`config.mk`:
```
export PLATFORM = sky130hd
export DESIGN_NAME = altitude_complementary_fusion
export DESIGN_NICKNAME = d
export VERILOG_FILES = /design/src/hdl/acf_pkg.sv /design/src/hdl/altitude_complementary_fusion.sv /design/src/hdl/acf_csr.sv /design/src/hdl/acf_mac.sv
export SDC_FILE = /design/constraint.sdc
export NUM_CORES = 2
export LEC_CHECK = 0
export BUFFER_PORTS_ARGS = -buffer_cell sky130_fd_sc_hd__buf_2
export CORE_MARGIN = 4
export CORE_UTILIZATION = 28
export DETAILED_ROUTE_END_ITERATION = 7
export PLACE_DENSITY = 0.44
export SETUP_SLACK_MARGIN = 0.05
export SYNTH_ARGS = -nofsm -noshare
export SYNTH_HDL_FRONTEND = slang
export SYNTH_SLANG_ARGS = --single-unit
export TNS_END_PERCENT = 100
```
`constraint.sdc`:
```
create_clock -name clock -period 9.6 [get_ports clock]
set_clock_uncertainty 0.15 [all_clocks]
set_input_delay 1.44 -clock clock [delete_from_list [all_inputs] [get_ports clock]]
set_output_delay 1.44 -clock clock [all_outputs]
set_load 0.02 [all_outputs]
```
`src/hdl/acf_pkg.sv`:
```
// acf_pkg: shared types, register indexes and reset values of the altitude fusion block
// standalone, no dependencies; used by every file of the block

package acf_pkg;

   // gains, dt and weights all carry this many fraction bits
   localparam int GAIN_FRAC = 16;

   localparam int CSR_IDX_W = 3;
   localparam logic [CSR_IDX_W-1:0] CSR_GROUND_LEVEL     = 3'd0;
   localparam logic [CSR_IDX_W-1:0] CSR_BARO_SMOOTHING   = 3'd1;
   localparam logic [CSR_IDX_W-1:0] CSR_ALTITUDE_GAIN    = 3'd2;
   localparam logic [CSR_IDX_W-1:0] CSR_VELOCITY_GAIN    = 3'd3;
   localparam logic [CSR_IDX_W-1:0] CSR_VELOCITY_DAMPING = 3'd4;

   localparam logic signed [31:0] RST_GROUND_LEVEL     = 32'sd0;
   localparam logic [16:0]        RST_BARO_SMOOTHING   = 17'd9830;
   localparam logic [17:0]        RST_ALTITUDE_GAIN    = 18'd9830;
   localparam logic [17:0]        RST_VELOCITY_GAIN    = 18'd78643;
   localparam logic [16:0]        RST_VELOCITY_DAMPING = 17'd58982;

   // exactly one in Q1.16
   localparam logic [16:0] GAIN_ONE = 17'd65536;

   // shared multiplier operand and product widths
   localparam int MUL_A_W = 34;
   localparam int MUL_B_W = 19;
   localparam int PROD_W  = MUL_A_W + MUL_B_W;

   typedef struct packed {
      logic signed [31:0] accel_up;
      logic [15:0]        dt_step;
      logic signed [31:0] baro_height;
      logic               baro_valid;
   } req_type;

   typedef struct packed {
      logic signed [31:0] fused_altitude;
      logic signed [31:0] fused_velocity;
   } rsp_type;

   typedef struct packed {
      logic signed [31:0] ground_level;
      logic [16:0]        baro_smoothing;
      logic [17:0]        altitude_gain;
      logic [17:0]        velocity_gain;
      logic [16:0]        velocity_damping;
   } cfg_type;

endpackage

```
`src/hdl/altitude_complementary_fusion.sv`:
```
// altitude_complementary_fusion: baro / accelerometer complementary altitude filter, top level
// depends on acf_pkg, acf_csr and acf_mac
//
// req channel: one beat per IMU step (accel_up, dt_step, baro_height, baro_valid),
// taken when req_valid is high and req_stall low. rsp channel: one beat per step with the
// fused altitude and damped velocity, taken when rsp_valid is high and rsp_stall low.
// csr channel: register writes (index 0..4), always ready, taken when csr_valid is high;
// write only while no step is in flight.
// Each step runs through the single multiply-accumulate unit, operation by operation
// (multiply, then round/add/saturate): 3 operations without a new baro sample and 7 with
// one. req_stall is high from the req beat until the result is in the output register,
// so a new step is taken only once the previous one is through. If the output register is
// still full with rsp_stall high when a step completes, the block waits with req_stall
// high until the previous beat is taken. A stalled rsp beat holds.
// Reset (synchronous, active high) clears velocity, altitude and filtered baro state,
// loads the register defaults and empties the output register.

module altitude_complementary_fusion (
   input  logic                          clock,
   input  logic                          reset,
   input  logic                          req_valid,
   output logic                          req_stall,
   input  acf_pkg::req_type              req_data,
   output logic                          rsp_valid,
   input  logic                          rsp_stall,
   output acf_pkg::rsp_type              rsp_data,
   input  logic                          csr_valid,
   output logic                          csr_ready,
   input  logic [acf_pkg::CSR_IDX_W-1:0] csr_index,
   input  logic [31:0]                   csr_data
);

   localparam logic [1:0] ST_IDLE = 2'd0;
   localparam logic [1:0] ST_MUL  = 2'd1;
   localparam logic [1:0] ST_ADD  = 2'd2;
   localparam logic [1:0] ST_HOLD = 2'd3;

   localparam logic [2:0] OP_VEL  = 3'd0;
   localparam logic [2:0] OP_ALT  = 3'd1;
   localparam logic [2:0] OP_REL  = 3'd2;
   localparam logic [2:0] OP_FB   = 3'd3;
   localparam logic [2:0] OP_ALTC = 3'd4;
   localparam logic [2:0] OP_VELC = 3'd5;
   localparam logic [2:0] OP_DAMP = 3'd6;

   localparam logic signed [acf_pkg::MUL_B_W-1:0] NEG_ONE_Q16 = -19'sd65536;

   acf_pkg::cfg_type cfg;
   acf_pkg::req_type req_ff, req_in;
   acf_pkg::rsp_type rsp_data_ff, rsp_data_in;

   logic [1:0]         state_ff, state_in;
   logic [2:0]         op_ff, op_in;
   logic               rsp_valid_ff, rsp_valid_in;
   logic signed [31:0] vel_ff, vel_in;
   logic signed [31:0] alt_ff, alt_in;
   logic signed [31:0] fb_ff, fb_in;
   logic signed [32:0] tmp_ff, tmp_in;

   logic [16:0]                          smooth_w;
   logic [16:0]                          damp_w;
   logic signed [32:0]                   err_now;
   logic signed [32:0]                   diff_now;
   logic signed [acf_pkg::MUL_A_W-1:0]   mul_a;
   logic signed [acf_pkg::MUL_B_W-1:0]   mul_b;
   logic signed [31:0]                   add_base;
   logic signed [31:0]                   sum_sat;
   logic                                 req_beat;
   logic                                 out_free;

   acf_csr u_csr (
      .clock     (clock),
      .reset     (reset),
      .csr_valid (csr_valid),
      .csr_ready (csr_ready),
      .csr_index (csr_index),
      .csr_data  (csr_data),
      .cfg       (cfg)
   );

   acf_mac u_mac (
      .clock    (clock),
      .mul_a    (mul_a),
      .mul_b    (mul_b),
      .add_base (add_base),
      .sum_sat  (sum_sat)
   );

   assign req_stall = (state_ff != ST_IDLE);
   assign req_beat  = req_valid && !req_stall;
   assign rsp_valid = rsp_valid_ff;
   assign rsp_data  = rsp_data_ff;
   assign out_free  = !rsp_valid_ff || !rsp_stall;

   // weights above one act as exactly one
   assign smooth_w = (cfg.baro_smoothing > acf_pkg::GAIN_ONE) ? acf_pkg::GAIN_ONE
                                                             : cfg.baro_smoothing;
   assign damp_w   = (cfg.velocity_damping > acf_pkg::GAIN_ONE) ? acf_pkg::GAIN_ONE
                                                               : cfg.velocity_damping;

   assign err_now  = $signed({fb_ff[31], fb_ff}) - $signed({alt_ff[31], alt_ff});
   assign diff_now = tmp_ff - $signed({fb_ff[31], fb_ff});

   // operand and base select
   always_comb begin
      case (op_ff)
         OP_VEL: begin
            mul_a    = $signed({{2{req_ff.accel_up[31]}}, req_ff.accel_up});
            mul_b    = $signed({3'd0, req_ff.dt_step});
            add_base = vel_ff;
         end
         OP_ALT: begin
            mul_a    = $signed({{2{vel_ff[31]}}, vel_ff});
            mul_b    = $signed({3'd0, req_ff.dt_step});
            add_base = alt_ff;
         end
         OP_REL: begin
            mul_a    = $signed({{2{cfg.ground_level[31]}}, cfg.ground_level});
            mul_b    = NEG_ONE_Q16;
            add_base = req_ff.baro_height;
         end
         OP_FB: begin
            mul_a    = $signed({diff_now[32], diff_now});
            mul_b    = $signed({2'd0, smooth_w});
            add_base = fb_ff;
         end
         OP_ALTC: begin
            mul_a    = $signed({err_now[32], err_now});
            mul_b    = $signed({1'b0, cfg.altitude_gain});
            add_base = alt_ff;
         end
         OP_VELC: begin
            mul_a    = $signed({tmp_ff[32], tmp_ff});
            mul_b    = $signed({1'b0, cfg.velocity_gain});
            add_base = vel_ff;
         end
         OP_DAMP: begin
            mul_a    = $signed({{2{vel_ff[31]}}, vel_ff});
            mul_b    = $signed({2'd0, damp_w});
            add_base = 32'sd0;
         end
         default: begin
            mul_a    = '0;
            mul_b    = '0;
            add_base = 32'sd0;
         end
      endcase
   end

   // sequencer
   always_comb begin
      state_in     = state_ff;
      op_in        = op_ff;
      vel_in       = vel_ff;
      alt_in       = alt_ff;
      fb_in        = fb_ff;
      tmp_in       = tmp_ff;
      req_in       = req_ff;
      rsp_data_in  = rsp_data_ff;
      rsp_valid_in = rsp_valid_ff && rsp_stall;

      case (state_ff)
         ST_IDLE: begin
            if (req_beat) begin
               req_in   = req_data;
               op_in    = OP_VEL;
               state_in = ST_MUL;
            end
         end
         ST_MUL: begin
            // error against the predicted altitude, kept for both corrections
            if (op_ff == OP_ALTC) begin
               tmp_in = err_now;
            end
            state_in = ST_ADD;
         end
         ST_ADD: begin
            state_in = ST_MUL;
            case (op_ff)
               OP_VEL: begin
                  vel_in = sum_sat;
                  op_in  = OP_ALT;
               end
               OP_ALT: begin
                  alt_in = sum_sat;
                  op_in  = req_ff.baro_valid ? OP_REL : OP_DAMP;
               end
               OP_REL: begin
                  tmp_in = $signed({sum_sat[31], sum_sat});
                  op_in  = OP_FB;
               end
               OP_FB: begin
                  fb_in = sum_sat;
                  op_in = OP_ALTC;
               end
               OP_ALTC: begin
                  alt_in = sum_sat;
                  op_in  = OP_VELC;
               end
               OP_VELC: begin
                  vel_in = sum_sat;
                  op_in  = OP_DAMP;
               end
               OP_DAMP: begin
                  vel_in = sum_sat;
                  if (out_free) begin
                     rsp_data_in.fused_altitude = alt_ff;
                     rsp_data_in.fused_velocity = sum_sat;
                     rsp_valid_in               = 1'b1;
                     state_in                   = ST_IDLE;
                  end else begin
                     state_in = ST_HOLD;
                  end
               end
               default: begin
                  state_in = ST_IDLE;
               end
            endcase
         end
         ST_HOLD: begin
            if (out_free) begin
               rsp_data_in.fused_altitude = alt_ff;
               rsp_data_in.fused_velocity = vel_ff;
               rsp_valid_in               = 1'b1;
               state_in                   = ST_IDLE;
            end
         end
         default: begin
            state_in = ST_IDLE;
         end
      endcase
   end

   always_ff @(posedge clock) begin
      if (reset) begin
         state_ff     <= ST_IDLE;
         op_ff        <= OP_VEL;
         rsp_valid_ff <= 1'b0;
         vel_ff       <= 32'sd0;
         alt_ff       <= 32'sd0;
         fb_ff        <= 32'sd0;
      end else begin
         state_ff     <= state_in;
         op_ff        <= op_in;
         rsp_valid_ff <= rsp_valid_in;
         vel_ff       <= vel_in;
         alt_ff       <= alt_in;
         fb_ff        <= fb_in;
      end
   end

   always_ff @(posedge clock) begin
      req_ff      <= req_in;
      tmp_ff      <= tmp_in;
      rsp_data_ff <= rsp_data_in;
   end

   // an accepted beat always starts the multiply of the first operation
   assert property (@(posedge clock) disable iff (reset)
      req_beat |=> (state_ff == ST_MUL && op_ff == OP_VEL))
      else $error("step did not start on the velocity integration");

   // waiting for the receiver only happens with a full output register
   assert property (@(posedge clock) disable iff (reset)
      state_ff == ST_HOLD |-> rsp_valid_ff)
      else $error("hold state with empty output register");

   // the damping step ends the item with a result or a wait
   assert property (@(posedge clock) disable iff (reset)
      (state_ff == ST_ADD && op_ff == OP_DAMP)
      |=> ((state_ff == ST_IDLE && rsp_valid_ff) || state_ff == ST_HOLD))
      else $error("damping step did not deliver a result");

   // the correction path only runs for a fresh baro sample
   assert property (@(posedge clock) disable iff (reset)
      (state_ff == ST_ADD && op_ff == OP_ALT && !req_ff.baro_valid) |=> op_ff == OP_DAMP)
      else $error("correction ran without a fresh baro sample");

endmodule

```
`src/hdl/acf_csr.sv`:
```
// acf_csr: configuration registers of the altitude fusion block
// depends on acf_pkg for register indexes, reset values and cfg_type

module acf_csr (
   input  logic                            clock,
   input  logic                            reset,
   input  logic                            csr_valid,
   output logic                            csr_ready,
   input  logic [acf_pkg::CSR_IDX_W-1:0]   csr_index,
   input  logic [31:0]                     csr_data,
   output acf_pkg::cfg_type                cfg
);

   acf_pkg::cfg_type cfg_ff, cfg_in;

   assign csr_ready = 1'b1;
   assign cfg       = cfg_ff;

   always_comb begin
      cfg_in = cfg_ff;
      if (csr_valid) begin
         case (csr_index)
            acf_pkg::CSR_GROUND_LEVEL:     cfg_in.ground_level     = $signed(csr_data);
            acf_pkg::CSR_BARO_SMOOTHING:   cfg_in.baro_smoothing   = csr_data[16:0];
            acf_pkg::CSR_ALTITUDE_GAIN:    cfg_in.altitude_gain    = csr_data[17:0];
            acf_pkg::CSR_VELOCITY_GAIN:    cfg_in.velocity_gain    = csr_data[17:0];
            acf_pkg::CSR_VELOCITY_DAMPING: cfg_in.velocity_damping = csr_data[16:0];
            default:                       cfg_in = cfg_ff;
         endcase
      end
   end

   always_ff @(posedge clock) begin
      if (reset) begin
         cfg_ff.ground_level     <= acf_pkg::RST_GROUND_LEVEL;
         cfg_ff.baro_smoothing   <= acf_pkg::RST_BARO_SMOOTHING;
         cfg_ff.altitude_gain    <= acf_pkg::RST_ALTITUDE_GAIN;
         cfg_ff.velocity_gain    <= acf_pkg::RST_VELOCITY_GAIN;
         cfg_ff.velocity_damping <= acf_pkg::RST_VELOCITY_DAMPING;
      end else begin
         cfg_ff <= cfg_in;
      end
   end

endmodule

```
`src/hdl/acf_mac.sv`:
```
// acf_mac: shared multiply, round, accumulate and saturate unit
// registered product, then round to nearest (ties up), add base, clamp to 32 bits; uses acf_pkg

module acf_mac (
   input  logic                                clock,
   input  logic signed [acf_pkg::MUL_A_W-1:0]  mul_a,
   input  logic signed [acf_pkg::MUL_B_W-1:0]  mul_b,
   input  logic signed [31:0]                  add_base,
   output logic signed [31:0]                  sum_sat
);

   localparam int SHIFT_W = acf_pkg::PROD_W - acf_pkg::GAIN_FRAC;
   localparam int SUM_W   = SHIFT_W + 1;
   localparam logic signed [acf_pkg::PROD_W-1:0] ROUND_HALF =
      acf_pkg::PROD_W'(1) <<< (acf_pkg::GAIN_FRAC - 1);

   logic signed [acf_pkg::PROD_W-1:0] prod_ff, prod_in;
   logic signed [acf_pkg::PROD_W-1:0] rounded;
   logic signed [SHIFT_W-1:0]         shifted;
   logic signed [SUM_W-1:0]           sum;
   logic                              in_range;

   assign prod_in = mul_a * mul_b;

   always_ff @(posedge clock) begin
      prod_ff <= prod_in;
   end

   always_comb begin
      rounded  = prod_ff + ROUND_HALF;
      shifted  = $signed(rounded[acf_pkg::PROD_W-1:acf_pkg::GAIN_FRAC]);
      sum      = $signed({{(SUM_W-32){add_base[31]}}, add_base})
               + $signed({shifted[SHIFT_W-1], shifted});
      in_range = (&sum[SUM_W-1:31]) || !(|sum[SUM_W-1:31]);
      if (in_range) begin
         sum_sat = $signed(sum[31:0]);
      end else if (sum[SUM_W-1]) begin
         sum_sat = $signed({1'b1, 31'd0});
      end else begin
         sum_sat = $signed({1'b0, {31{1'b1}}});
      end
   end

endmodule
```
# After elaboration in Yosys (flattened, before gate mapping)
# Cells that the tools add are included.
dict set report classes {
  addsub 4
  multipliers 1
  magnitude_cmp 2
  eq_ne 20
  muxes 26
  n_reduce_logical 36
}
# operator count
set ops {}
lappend ops {{$pmux 34 s6} 1}
lappend ops {{$mux 64} 3}
lappend ops {{$pmux 32 s4} 1}
lappend ops {{$pmux 64 s2} 1}
lappend ops {{$pmux 19 s6} 1}
lappend ops {{$mux 33} 2}
lappend ops {{$pmux 33 s2} 1}
lappend ops {{$mux 32} 2}
lappend ops {{$add 53x17->53 const B} 1}
lappend ops {{$mul 34x19->53} 1}
lappend ops {{$add 32x37->38} 1}
lappend ops {{$gt 17x17->1 const B} 2}
lappend ops {{$mux 17} 2}
lappend ops {{$sub 32x32->33} 1}
lappend ops {{$sub 33x32->33} 1}
lappend ops {{$reduce_and 2->1} 10}
lappend ops {{$pmux 3 s6} 1}
lappend ops {{$eq 3x2->1 const B} 4}
lappend ops {{$eq 3x3->1 const B} 4}
lappend ops {{$ne 2x2->1 const B} 5}
lappend ops {{$pmux 2 s4} 1}
lappend ops {{$reduce_bool 2->1} 4}
lappend ops {{$reduce_or 2->1} 4}
lappend ops {{$ne 7x2->1 const B} 1}
lappend ops {{21 further kinds} 34}
dict set report word_totals {
  reg_bits 435
  input_bits 121
  output_inout_bits 67
  word_cells 108
}

# Logic depth before layout (Yosys ltp)
dict set report depth {
  word_depth 11
  mapped_depth 41
  depth_no_buf 39
}

# By module
# From an unflattened synthesis, not the netlist that was laid out.
dict set report unflattened {
  hier_cells 4989
  hier_area_um2 45653.8
}
# mod n_inst cells_per_inst area_per_inst_um2 seq_area_each_um2
set modules_own_cells {}
lappend modules_own_cells {acf_mac 1 2801 25239.2 760.7}
lappend modules_own_cells {altitude_complementary_fusion 1 1801 16295.6 7387.1}
lappend modules_own_cells {acf_csr 1 387 4119.0 2042.0}

# Worst setup path after synthesis
# No wires, ideal clock.
dict set report synth_timing {
  kind {reg-to-reg}
  startpoint {reg fb_ff[2]}
  endpoint {reg u_mac.prod_ff[52] in the netlist's numbering}
  setup_time_ps 123
  arrival_ps 8786
  t_required_ps 9327
  slack_ps 541
  path_stages_with_launch 32
  path_buffers 0
  period_less_slack_ps 9059
  cell_sequence {dfxtp_1 inv_1 ha_1 nor2b_1 o21ai_0 a21oi_1 o221a_2 or3_1 nand3_1 a21o_1 o21ai_0 a31oi_1 mux2_2 o21ai_0 fa_1 fa_1 fa_1 inv_1 fa_1 fa_1 fa_1 ha_1 ha_1 a21o_1 a21o_1 a21oi_1 o31ai_1 nor4b_1 nor3_1 a41oi_1 o221ai_1 xnor2_1}
}
dict set report synth_between {
  elab_chain_len 3
  word_cells_on_any_way 4
  classes_between {2 x add/sub; 1 x mul; 1 x mux}
}
# item line
set synth_lines {}
lappend synth_lines {{start, declared} altitude_complementary_fusion.sv:57} ;# logic signed [31:0] fb_ff, fb_in;
lappend synth_lines {{start signal, assigned} altitude_complementary_fusion.sv:248} ;# fb_ff <= fb_in;
lappend synth_lines {{$sub 33x32->33 or $sub 32x32->33 (tied branches)} {altitude_complementary_fusion.sv:102, altitude_complementary_fusion.sv:101}}
lappend synth_lines {{$pmux 34 s6 *} altitude_complementary_fusion.sv:106} ;# case (op_ff)
lappend synth_lines {{$mul 34x19->53 *} acf_mac.sv:23} ;# assign prod_in = mul_a * mul_b;
lappend synth_lines {{named net u_mac.prod_in, one bit} acf_mac.sv:17} ;# logic signed [acf_pkg::PROD_W-1:0] prod_ff, prod_in;
lappend synth_lines {{end signal, assigned} acf_mac.sv:26} ;# prod_ff <= prod_in;
lappend synth_lines {{end, declared} acf_mac.sv:17}
# The timed path passes the listed nets; every way through them passes the cells marked *.
# A chain may end at the register's enable or synchronous reset.

# Worst setup path in the final report
dict set report layout_timing {
  startpoint {reg alt_ff[16]}
  endpoint {reg u_mac.prod_ff[46] in the netlist's numbering}
}
dict set report layout_between {
  elab_chain_len 3
}
# item line
set layout_lines {}
lappend layout_lines {{start, declared} altitude_complementary_fusion.sv:56} ;# logic signed [31:0] alt_ff, alt_in;
lappend layout_lines {{start signal, assigned} altitude_complementary_fusion.sv:247} ;# alt_ff <= alt_in;
lappend layout_lines {{$sub 32x32->33} altitude_complementary_fusion.sv:101} ;# assign err_now = $signed({fb_ff[31], fb_ff}) - $signed({alt_ff[31], alt_ff});
lappend layout_lines {{$pmux 34 s6} altitude_complementary_fusion.sv:106}
lappend layout_lines {{$mul 34x19->53} acf_mac.sv:23}
lappend layout_lines {{named net u_mac.prod_in, one bit} acf_mac.sv:17}
# The timed path passes the listed nets, and every way through them passes these cells.

==> run_results.csv <==
group,metric,value,unit
clocking,cts_buffers,51,
critical_path,cp.required,9.97,ns
critical_path,worst_ep_arrival_time,9.64,ns
timing,hold_viol,0,
critical_path,slowest_delay,0.57,ns
global_routing,grt_overflow_total,0,
timing,hold_slack,0.298,ns
critical_path,startpoint_type,"register",
timing,fin_crit_sh,0.965,
routing,ant_nets,0,
clocking,cts_root_buf,"clkbuf_16",
die,design.core.area,0.159,sq mm
clocking,clock_sinks,420,
logic_synthesis,synth_flop_cell,"dfxtp_1",
logic_synthesis,synth.cell_area,0.0450,sq mm
global_routing,grt.total_usage,0.208,
logic_synthesis,seq_area_frac_synth,0.226,
global_routing,grt_max_degree,103,
logic_synthesis,synthArstFlopShare,0,
timing,setup_violations,0,
die,std_cell_rows,146,
routing,routed_wl,177000,um
routing,vias,38700,
global_routing,antenna_found_initial,7,
layout,final_cell_area,0.0552,sq mm
logic_synthesis,avgSynthCellArea,8.80,sq um
placement,detailed_place_hpwl,146000,um
routing,drt_iter0_markers,2813,
layout,layout-drive-gt1-share,0.184,
routing,drt-wirelength-per-cell,22.6,um
logic_synthesis,synth.distinct_cells,87,
layout,synthToLayoutAreaGrowth,22.6,%
layout,finish.net_count,6632,
run,cap_violations,0,
clocking,clkTransAtPathRegs,0.06,ns
global_routing,grt_pass1_wl,262000,um
critical_path,path_class,"register to register",
placement,io_buffers,186,
worst_hold_path,holdCritPathClass,"register to register",
layout,fillers,16700,
die,fp.dieH,409,um
logic_synthesis,synth-seq-cells,420,
timing,slew_headroom,0.0779,
placement,place_area,0.0523,sq mm
critical_path,cp_top_family,"adder cells",
timing,fin_crit,9.27,ns
timing,tns,0,ns
critical_path,endpoint_kind,"register",
logic_synthesis,synth_cells,5117,
placement,finalWeightedCongestion,0.921,
timing,tightest_slew,1.38,ns
clocking,cts_buffer_depth,3,
timing,drv_slew,0,
clocking,clk_latency,0.65,ns
clocking,hold_buffers,0,
global_routing,first_global_vias,39500,
critical_path,cp_common_cell,"buf_4",
die,start_util,0.283,
routing,viasPerCell,4.93,
die,fp.dieW,409,um
logic_synthesis,yosysWarnings,0,
critical_path,slowest_stage,"fa_2",
die,dieArea,0.167,sq mm
critical_path,worstPathMaxFanout,7,
layout,fin_cells,7847,
logic_synthesis,synth_nets,6092,
status,status,"completed",
routing,first_pass_iters,6,
placement,place_inst,7724,
logic_synthesis,synth_edf_count,178,
clocking,cts-htree-levels,2,
critical_path,worst-path-buf-inv,10,
clocking,cts_tree,"yes",
die,io_pins,188,
routing,drc,0,
timing,clock.fmax,108,MHz
cells in the mapped netlist, types with 25 or more instances:
cell	n	area [sq um]
nand3_1	58	290
o21ai_0	237	1190
edfxtp_1	178	5350
mux2i_1	88	881
a21oi_1	285	1430
xnor2_1	114	998
dfxtp_1	242	4840
o22ai_1	42	263
a221o_1	31	310
a211oi_1	89	668
nand4_1	25	156
nor2b_1	68	425
clkbuf_1	241	905
xor2_1	51	447
nand3b_1	38	285
nor2_1	426	1600
nor3_1	43	215
nand2b_1	46	288
and2_1	51	319
o21a_1	36	270
a21o_1	74	556
ha_1	240	3000
and3_1	30	188
nand2_1	733	2750
inv_1	727	2730
fa_1	614	12300
a31oi_1	27	169
state kept, by name, indices dropped and copies added (netlist names):
name and count:
alt_ff 32, vel_ff 32, tmp_ff 33, state_ff 2, rsp_data 64, u_mac.prod_ff 38
op_ff 3, fb_ff 32, u_csr.cfg 102, rsp_valid 1, req_ff 81
cells in the final DEF, fill, tap and decap left out, types with 87 or more instances in the layout:
| cell | count |
|---|---|
| a21oi_1 | 261 |
| xnor2_1 | 111 |
| edfxtp_1 | 178 |
| buf_2 | 185 |
| buf_4 | 533 |
| o21ai_0 | 218 |
| dfxtp_1 | 236 |
| nand2_1 | 725 |
| ha_1 | 220 |
| inv_1 | 723 |
| fa_1 | 603 |
| nor2_1 | 418 |
| mux2i_1 | 87 |
layer usage:
metal / part of all wire / wire, um / track usage
met5: 0.000073 / 13 / 0
met4: 0.031 / 5420 / 0.0550
met3: 0.048 / 8440 / 0.0232
met2: 0.48 / 84400 / 0.350
met1: 0.45 / 78900 / 0.283
cell type report:
cell class                 instances  area [sq um]  share of cell area
multi-input combinational       3697         32200               0.584
sequential                       420         10200               0.185
timing repair buffer             758          5640               0.102
inverter                         729          2740              0.0496
tap                             2146          2690              0.0487
clock buffer                      78          1480              0.0268
clock inverter                    18           189             0.00342
antenna                            1          2.50           0.0000454
final timing paths:
path / from / endpoint / slack [ns] / cells after the start
worst max-delay path: alt_ff[16] / u_mac.prod_ff[46] / 0.33 / 36
worst min-delay path: u_csr.cfg[46] / u_csr.cfg[46] / 0.30 / 2
worst max register to register: alt_ff[16] / u_mac.prod_ff[46] / 0.33 / 36
worst min register to register: u_csr.cfg[46] / u_csr.cfg[46] / 0.30 / 2
kinds of logic (layout without fill, tap and decap cells):
group                      after synthesis  in the layout  share of synthesized area
and+or+nand+nor                       1584           1584                      0.155
other                                    1              2                  0.0000833
xor gates and xnor gates               165            165                     0.0321
muxes                                   93             93                     0.0211
buffers and inverters                 1000           1583                     0.0840
AOI/OAI and AO/OA                     1000           1000                      0.141
DFF                                    420            420                      0.226
adders and majority gates              854            854                      0.340
worst min-delay path, stage by stage, from the launching register on:
cell and delay, ns:
dfxtp_1 0.30, nand2_1 0.05, a21oi_1 0.05
repair_timing:
| item | 4_1_cts | 5_1_grt |
|---|---|---|
| gates resized for setup | 53 | 157 |
| buffers inserted | 7 | 20 |
| setup endpoints to repair | 18 | 26 |
| pin swaps | 17 | 104 |
metrics by stage:
step	worst slack (ns)	util
after CTS	0.0515	0.341
after global placement	-0.831	0.329
after global routing	-0.0268	0.347
final	0.333	0.347
after detailed placement	-0.919	0.329
after floorplan	0.541	-
Power is left out: the tool's default activity adds up to more than one toggle a clock period on the data nets, which glitch-free logic cannot reach.
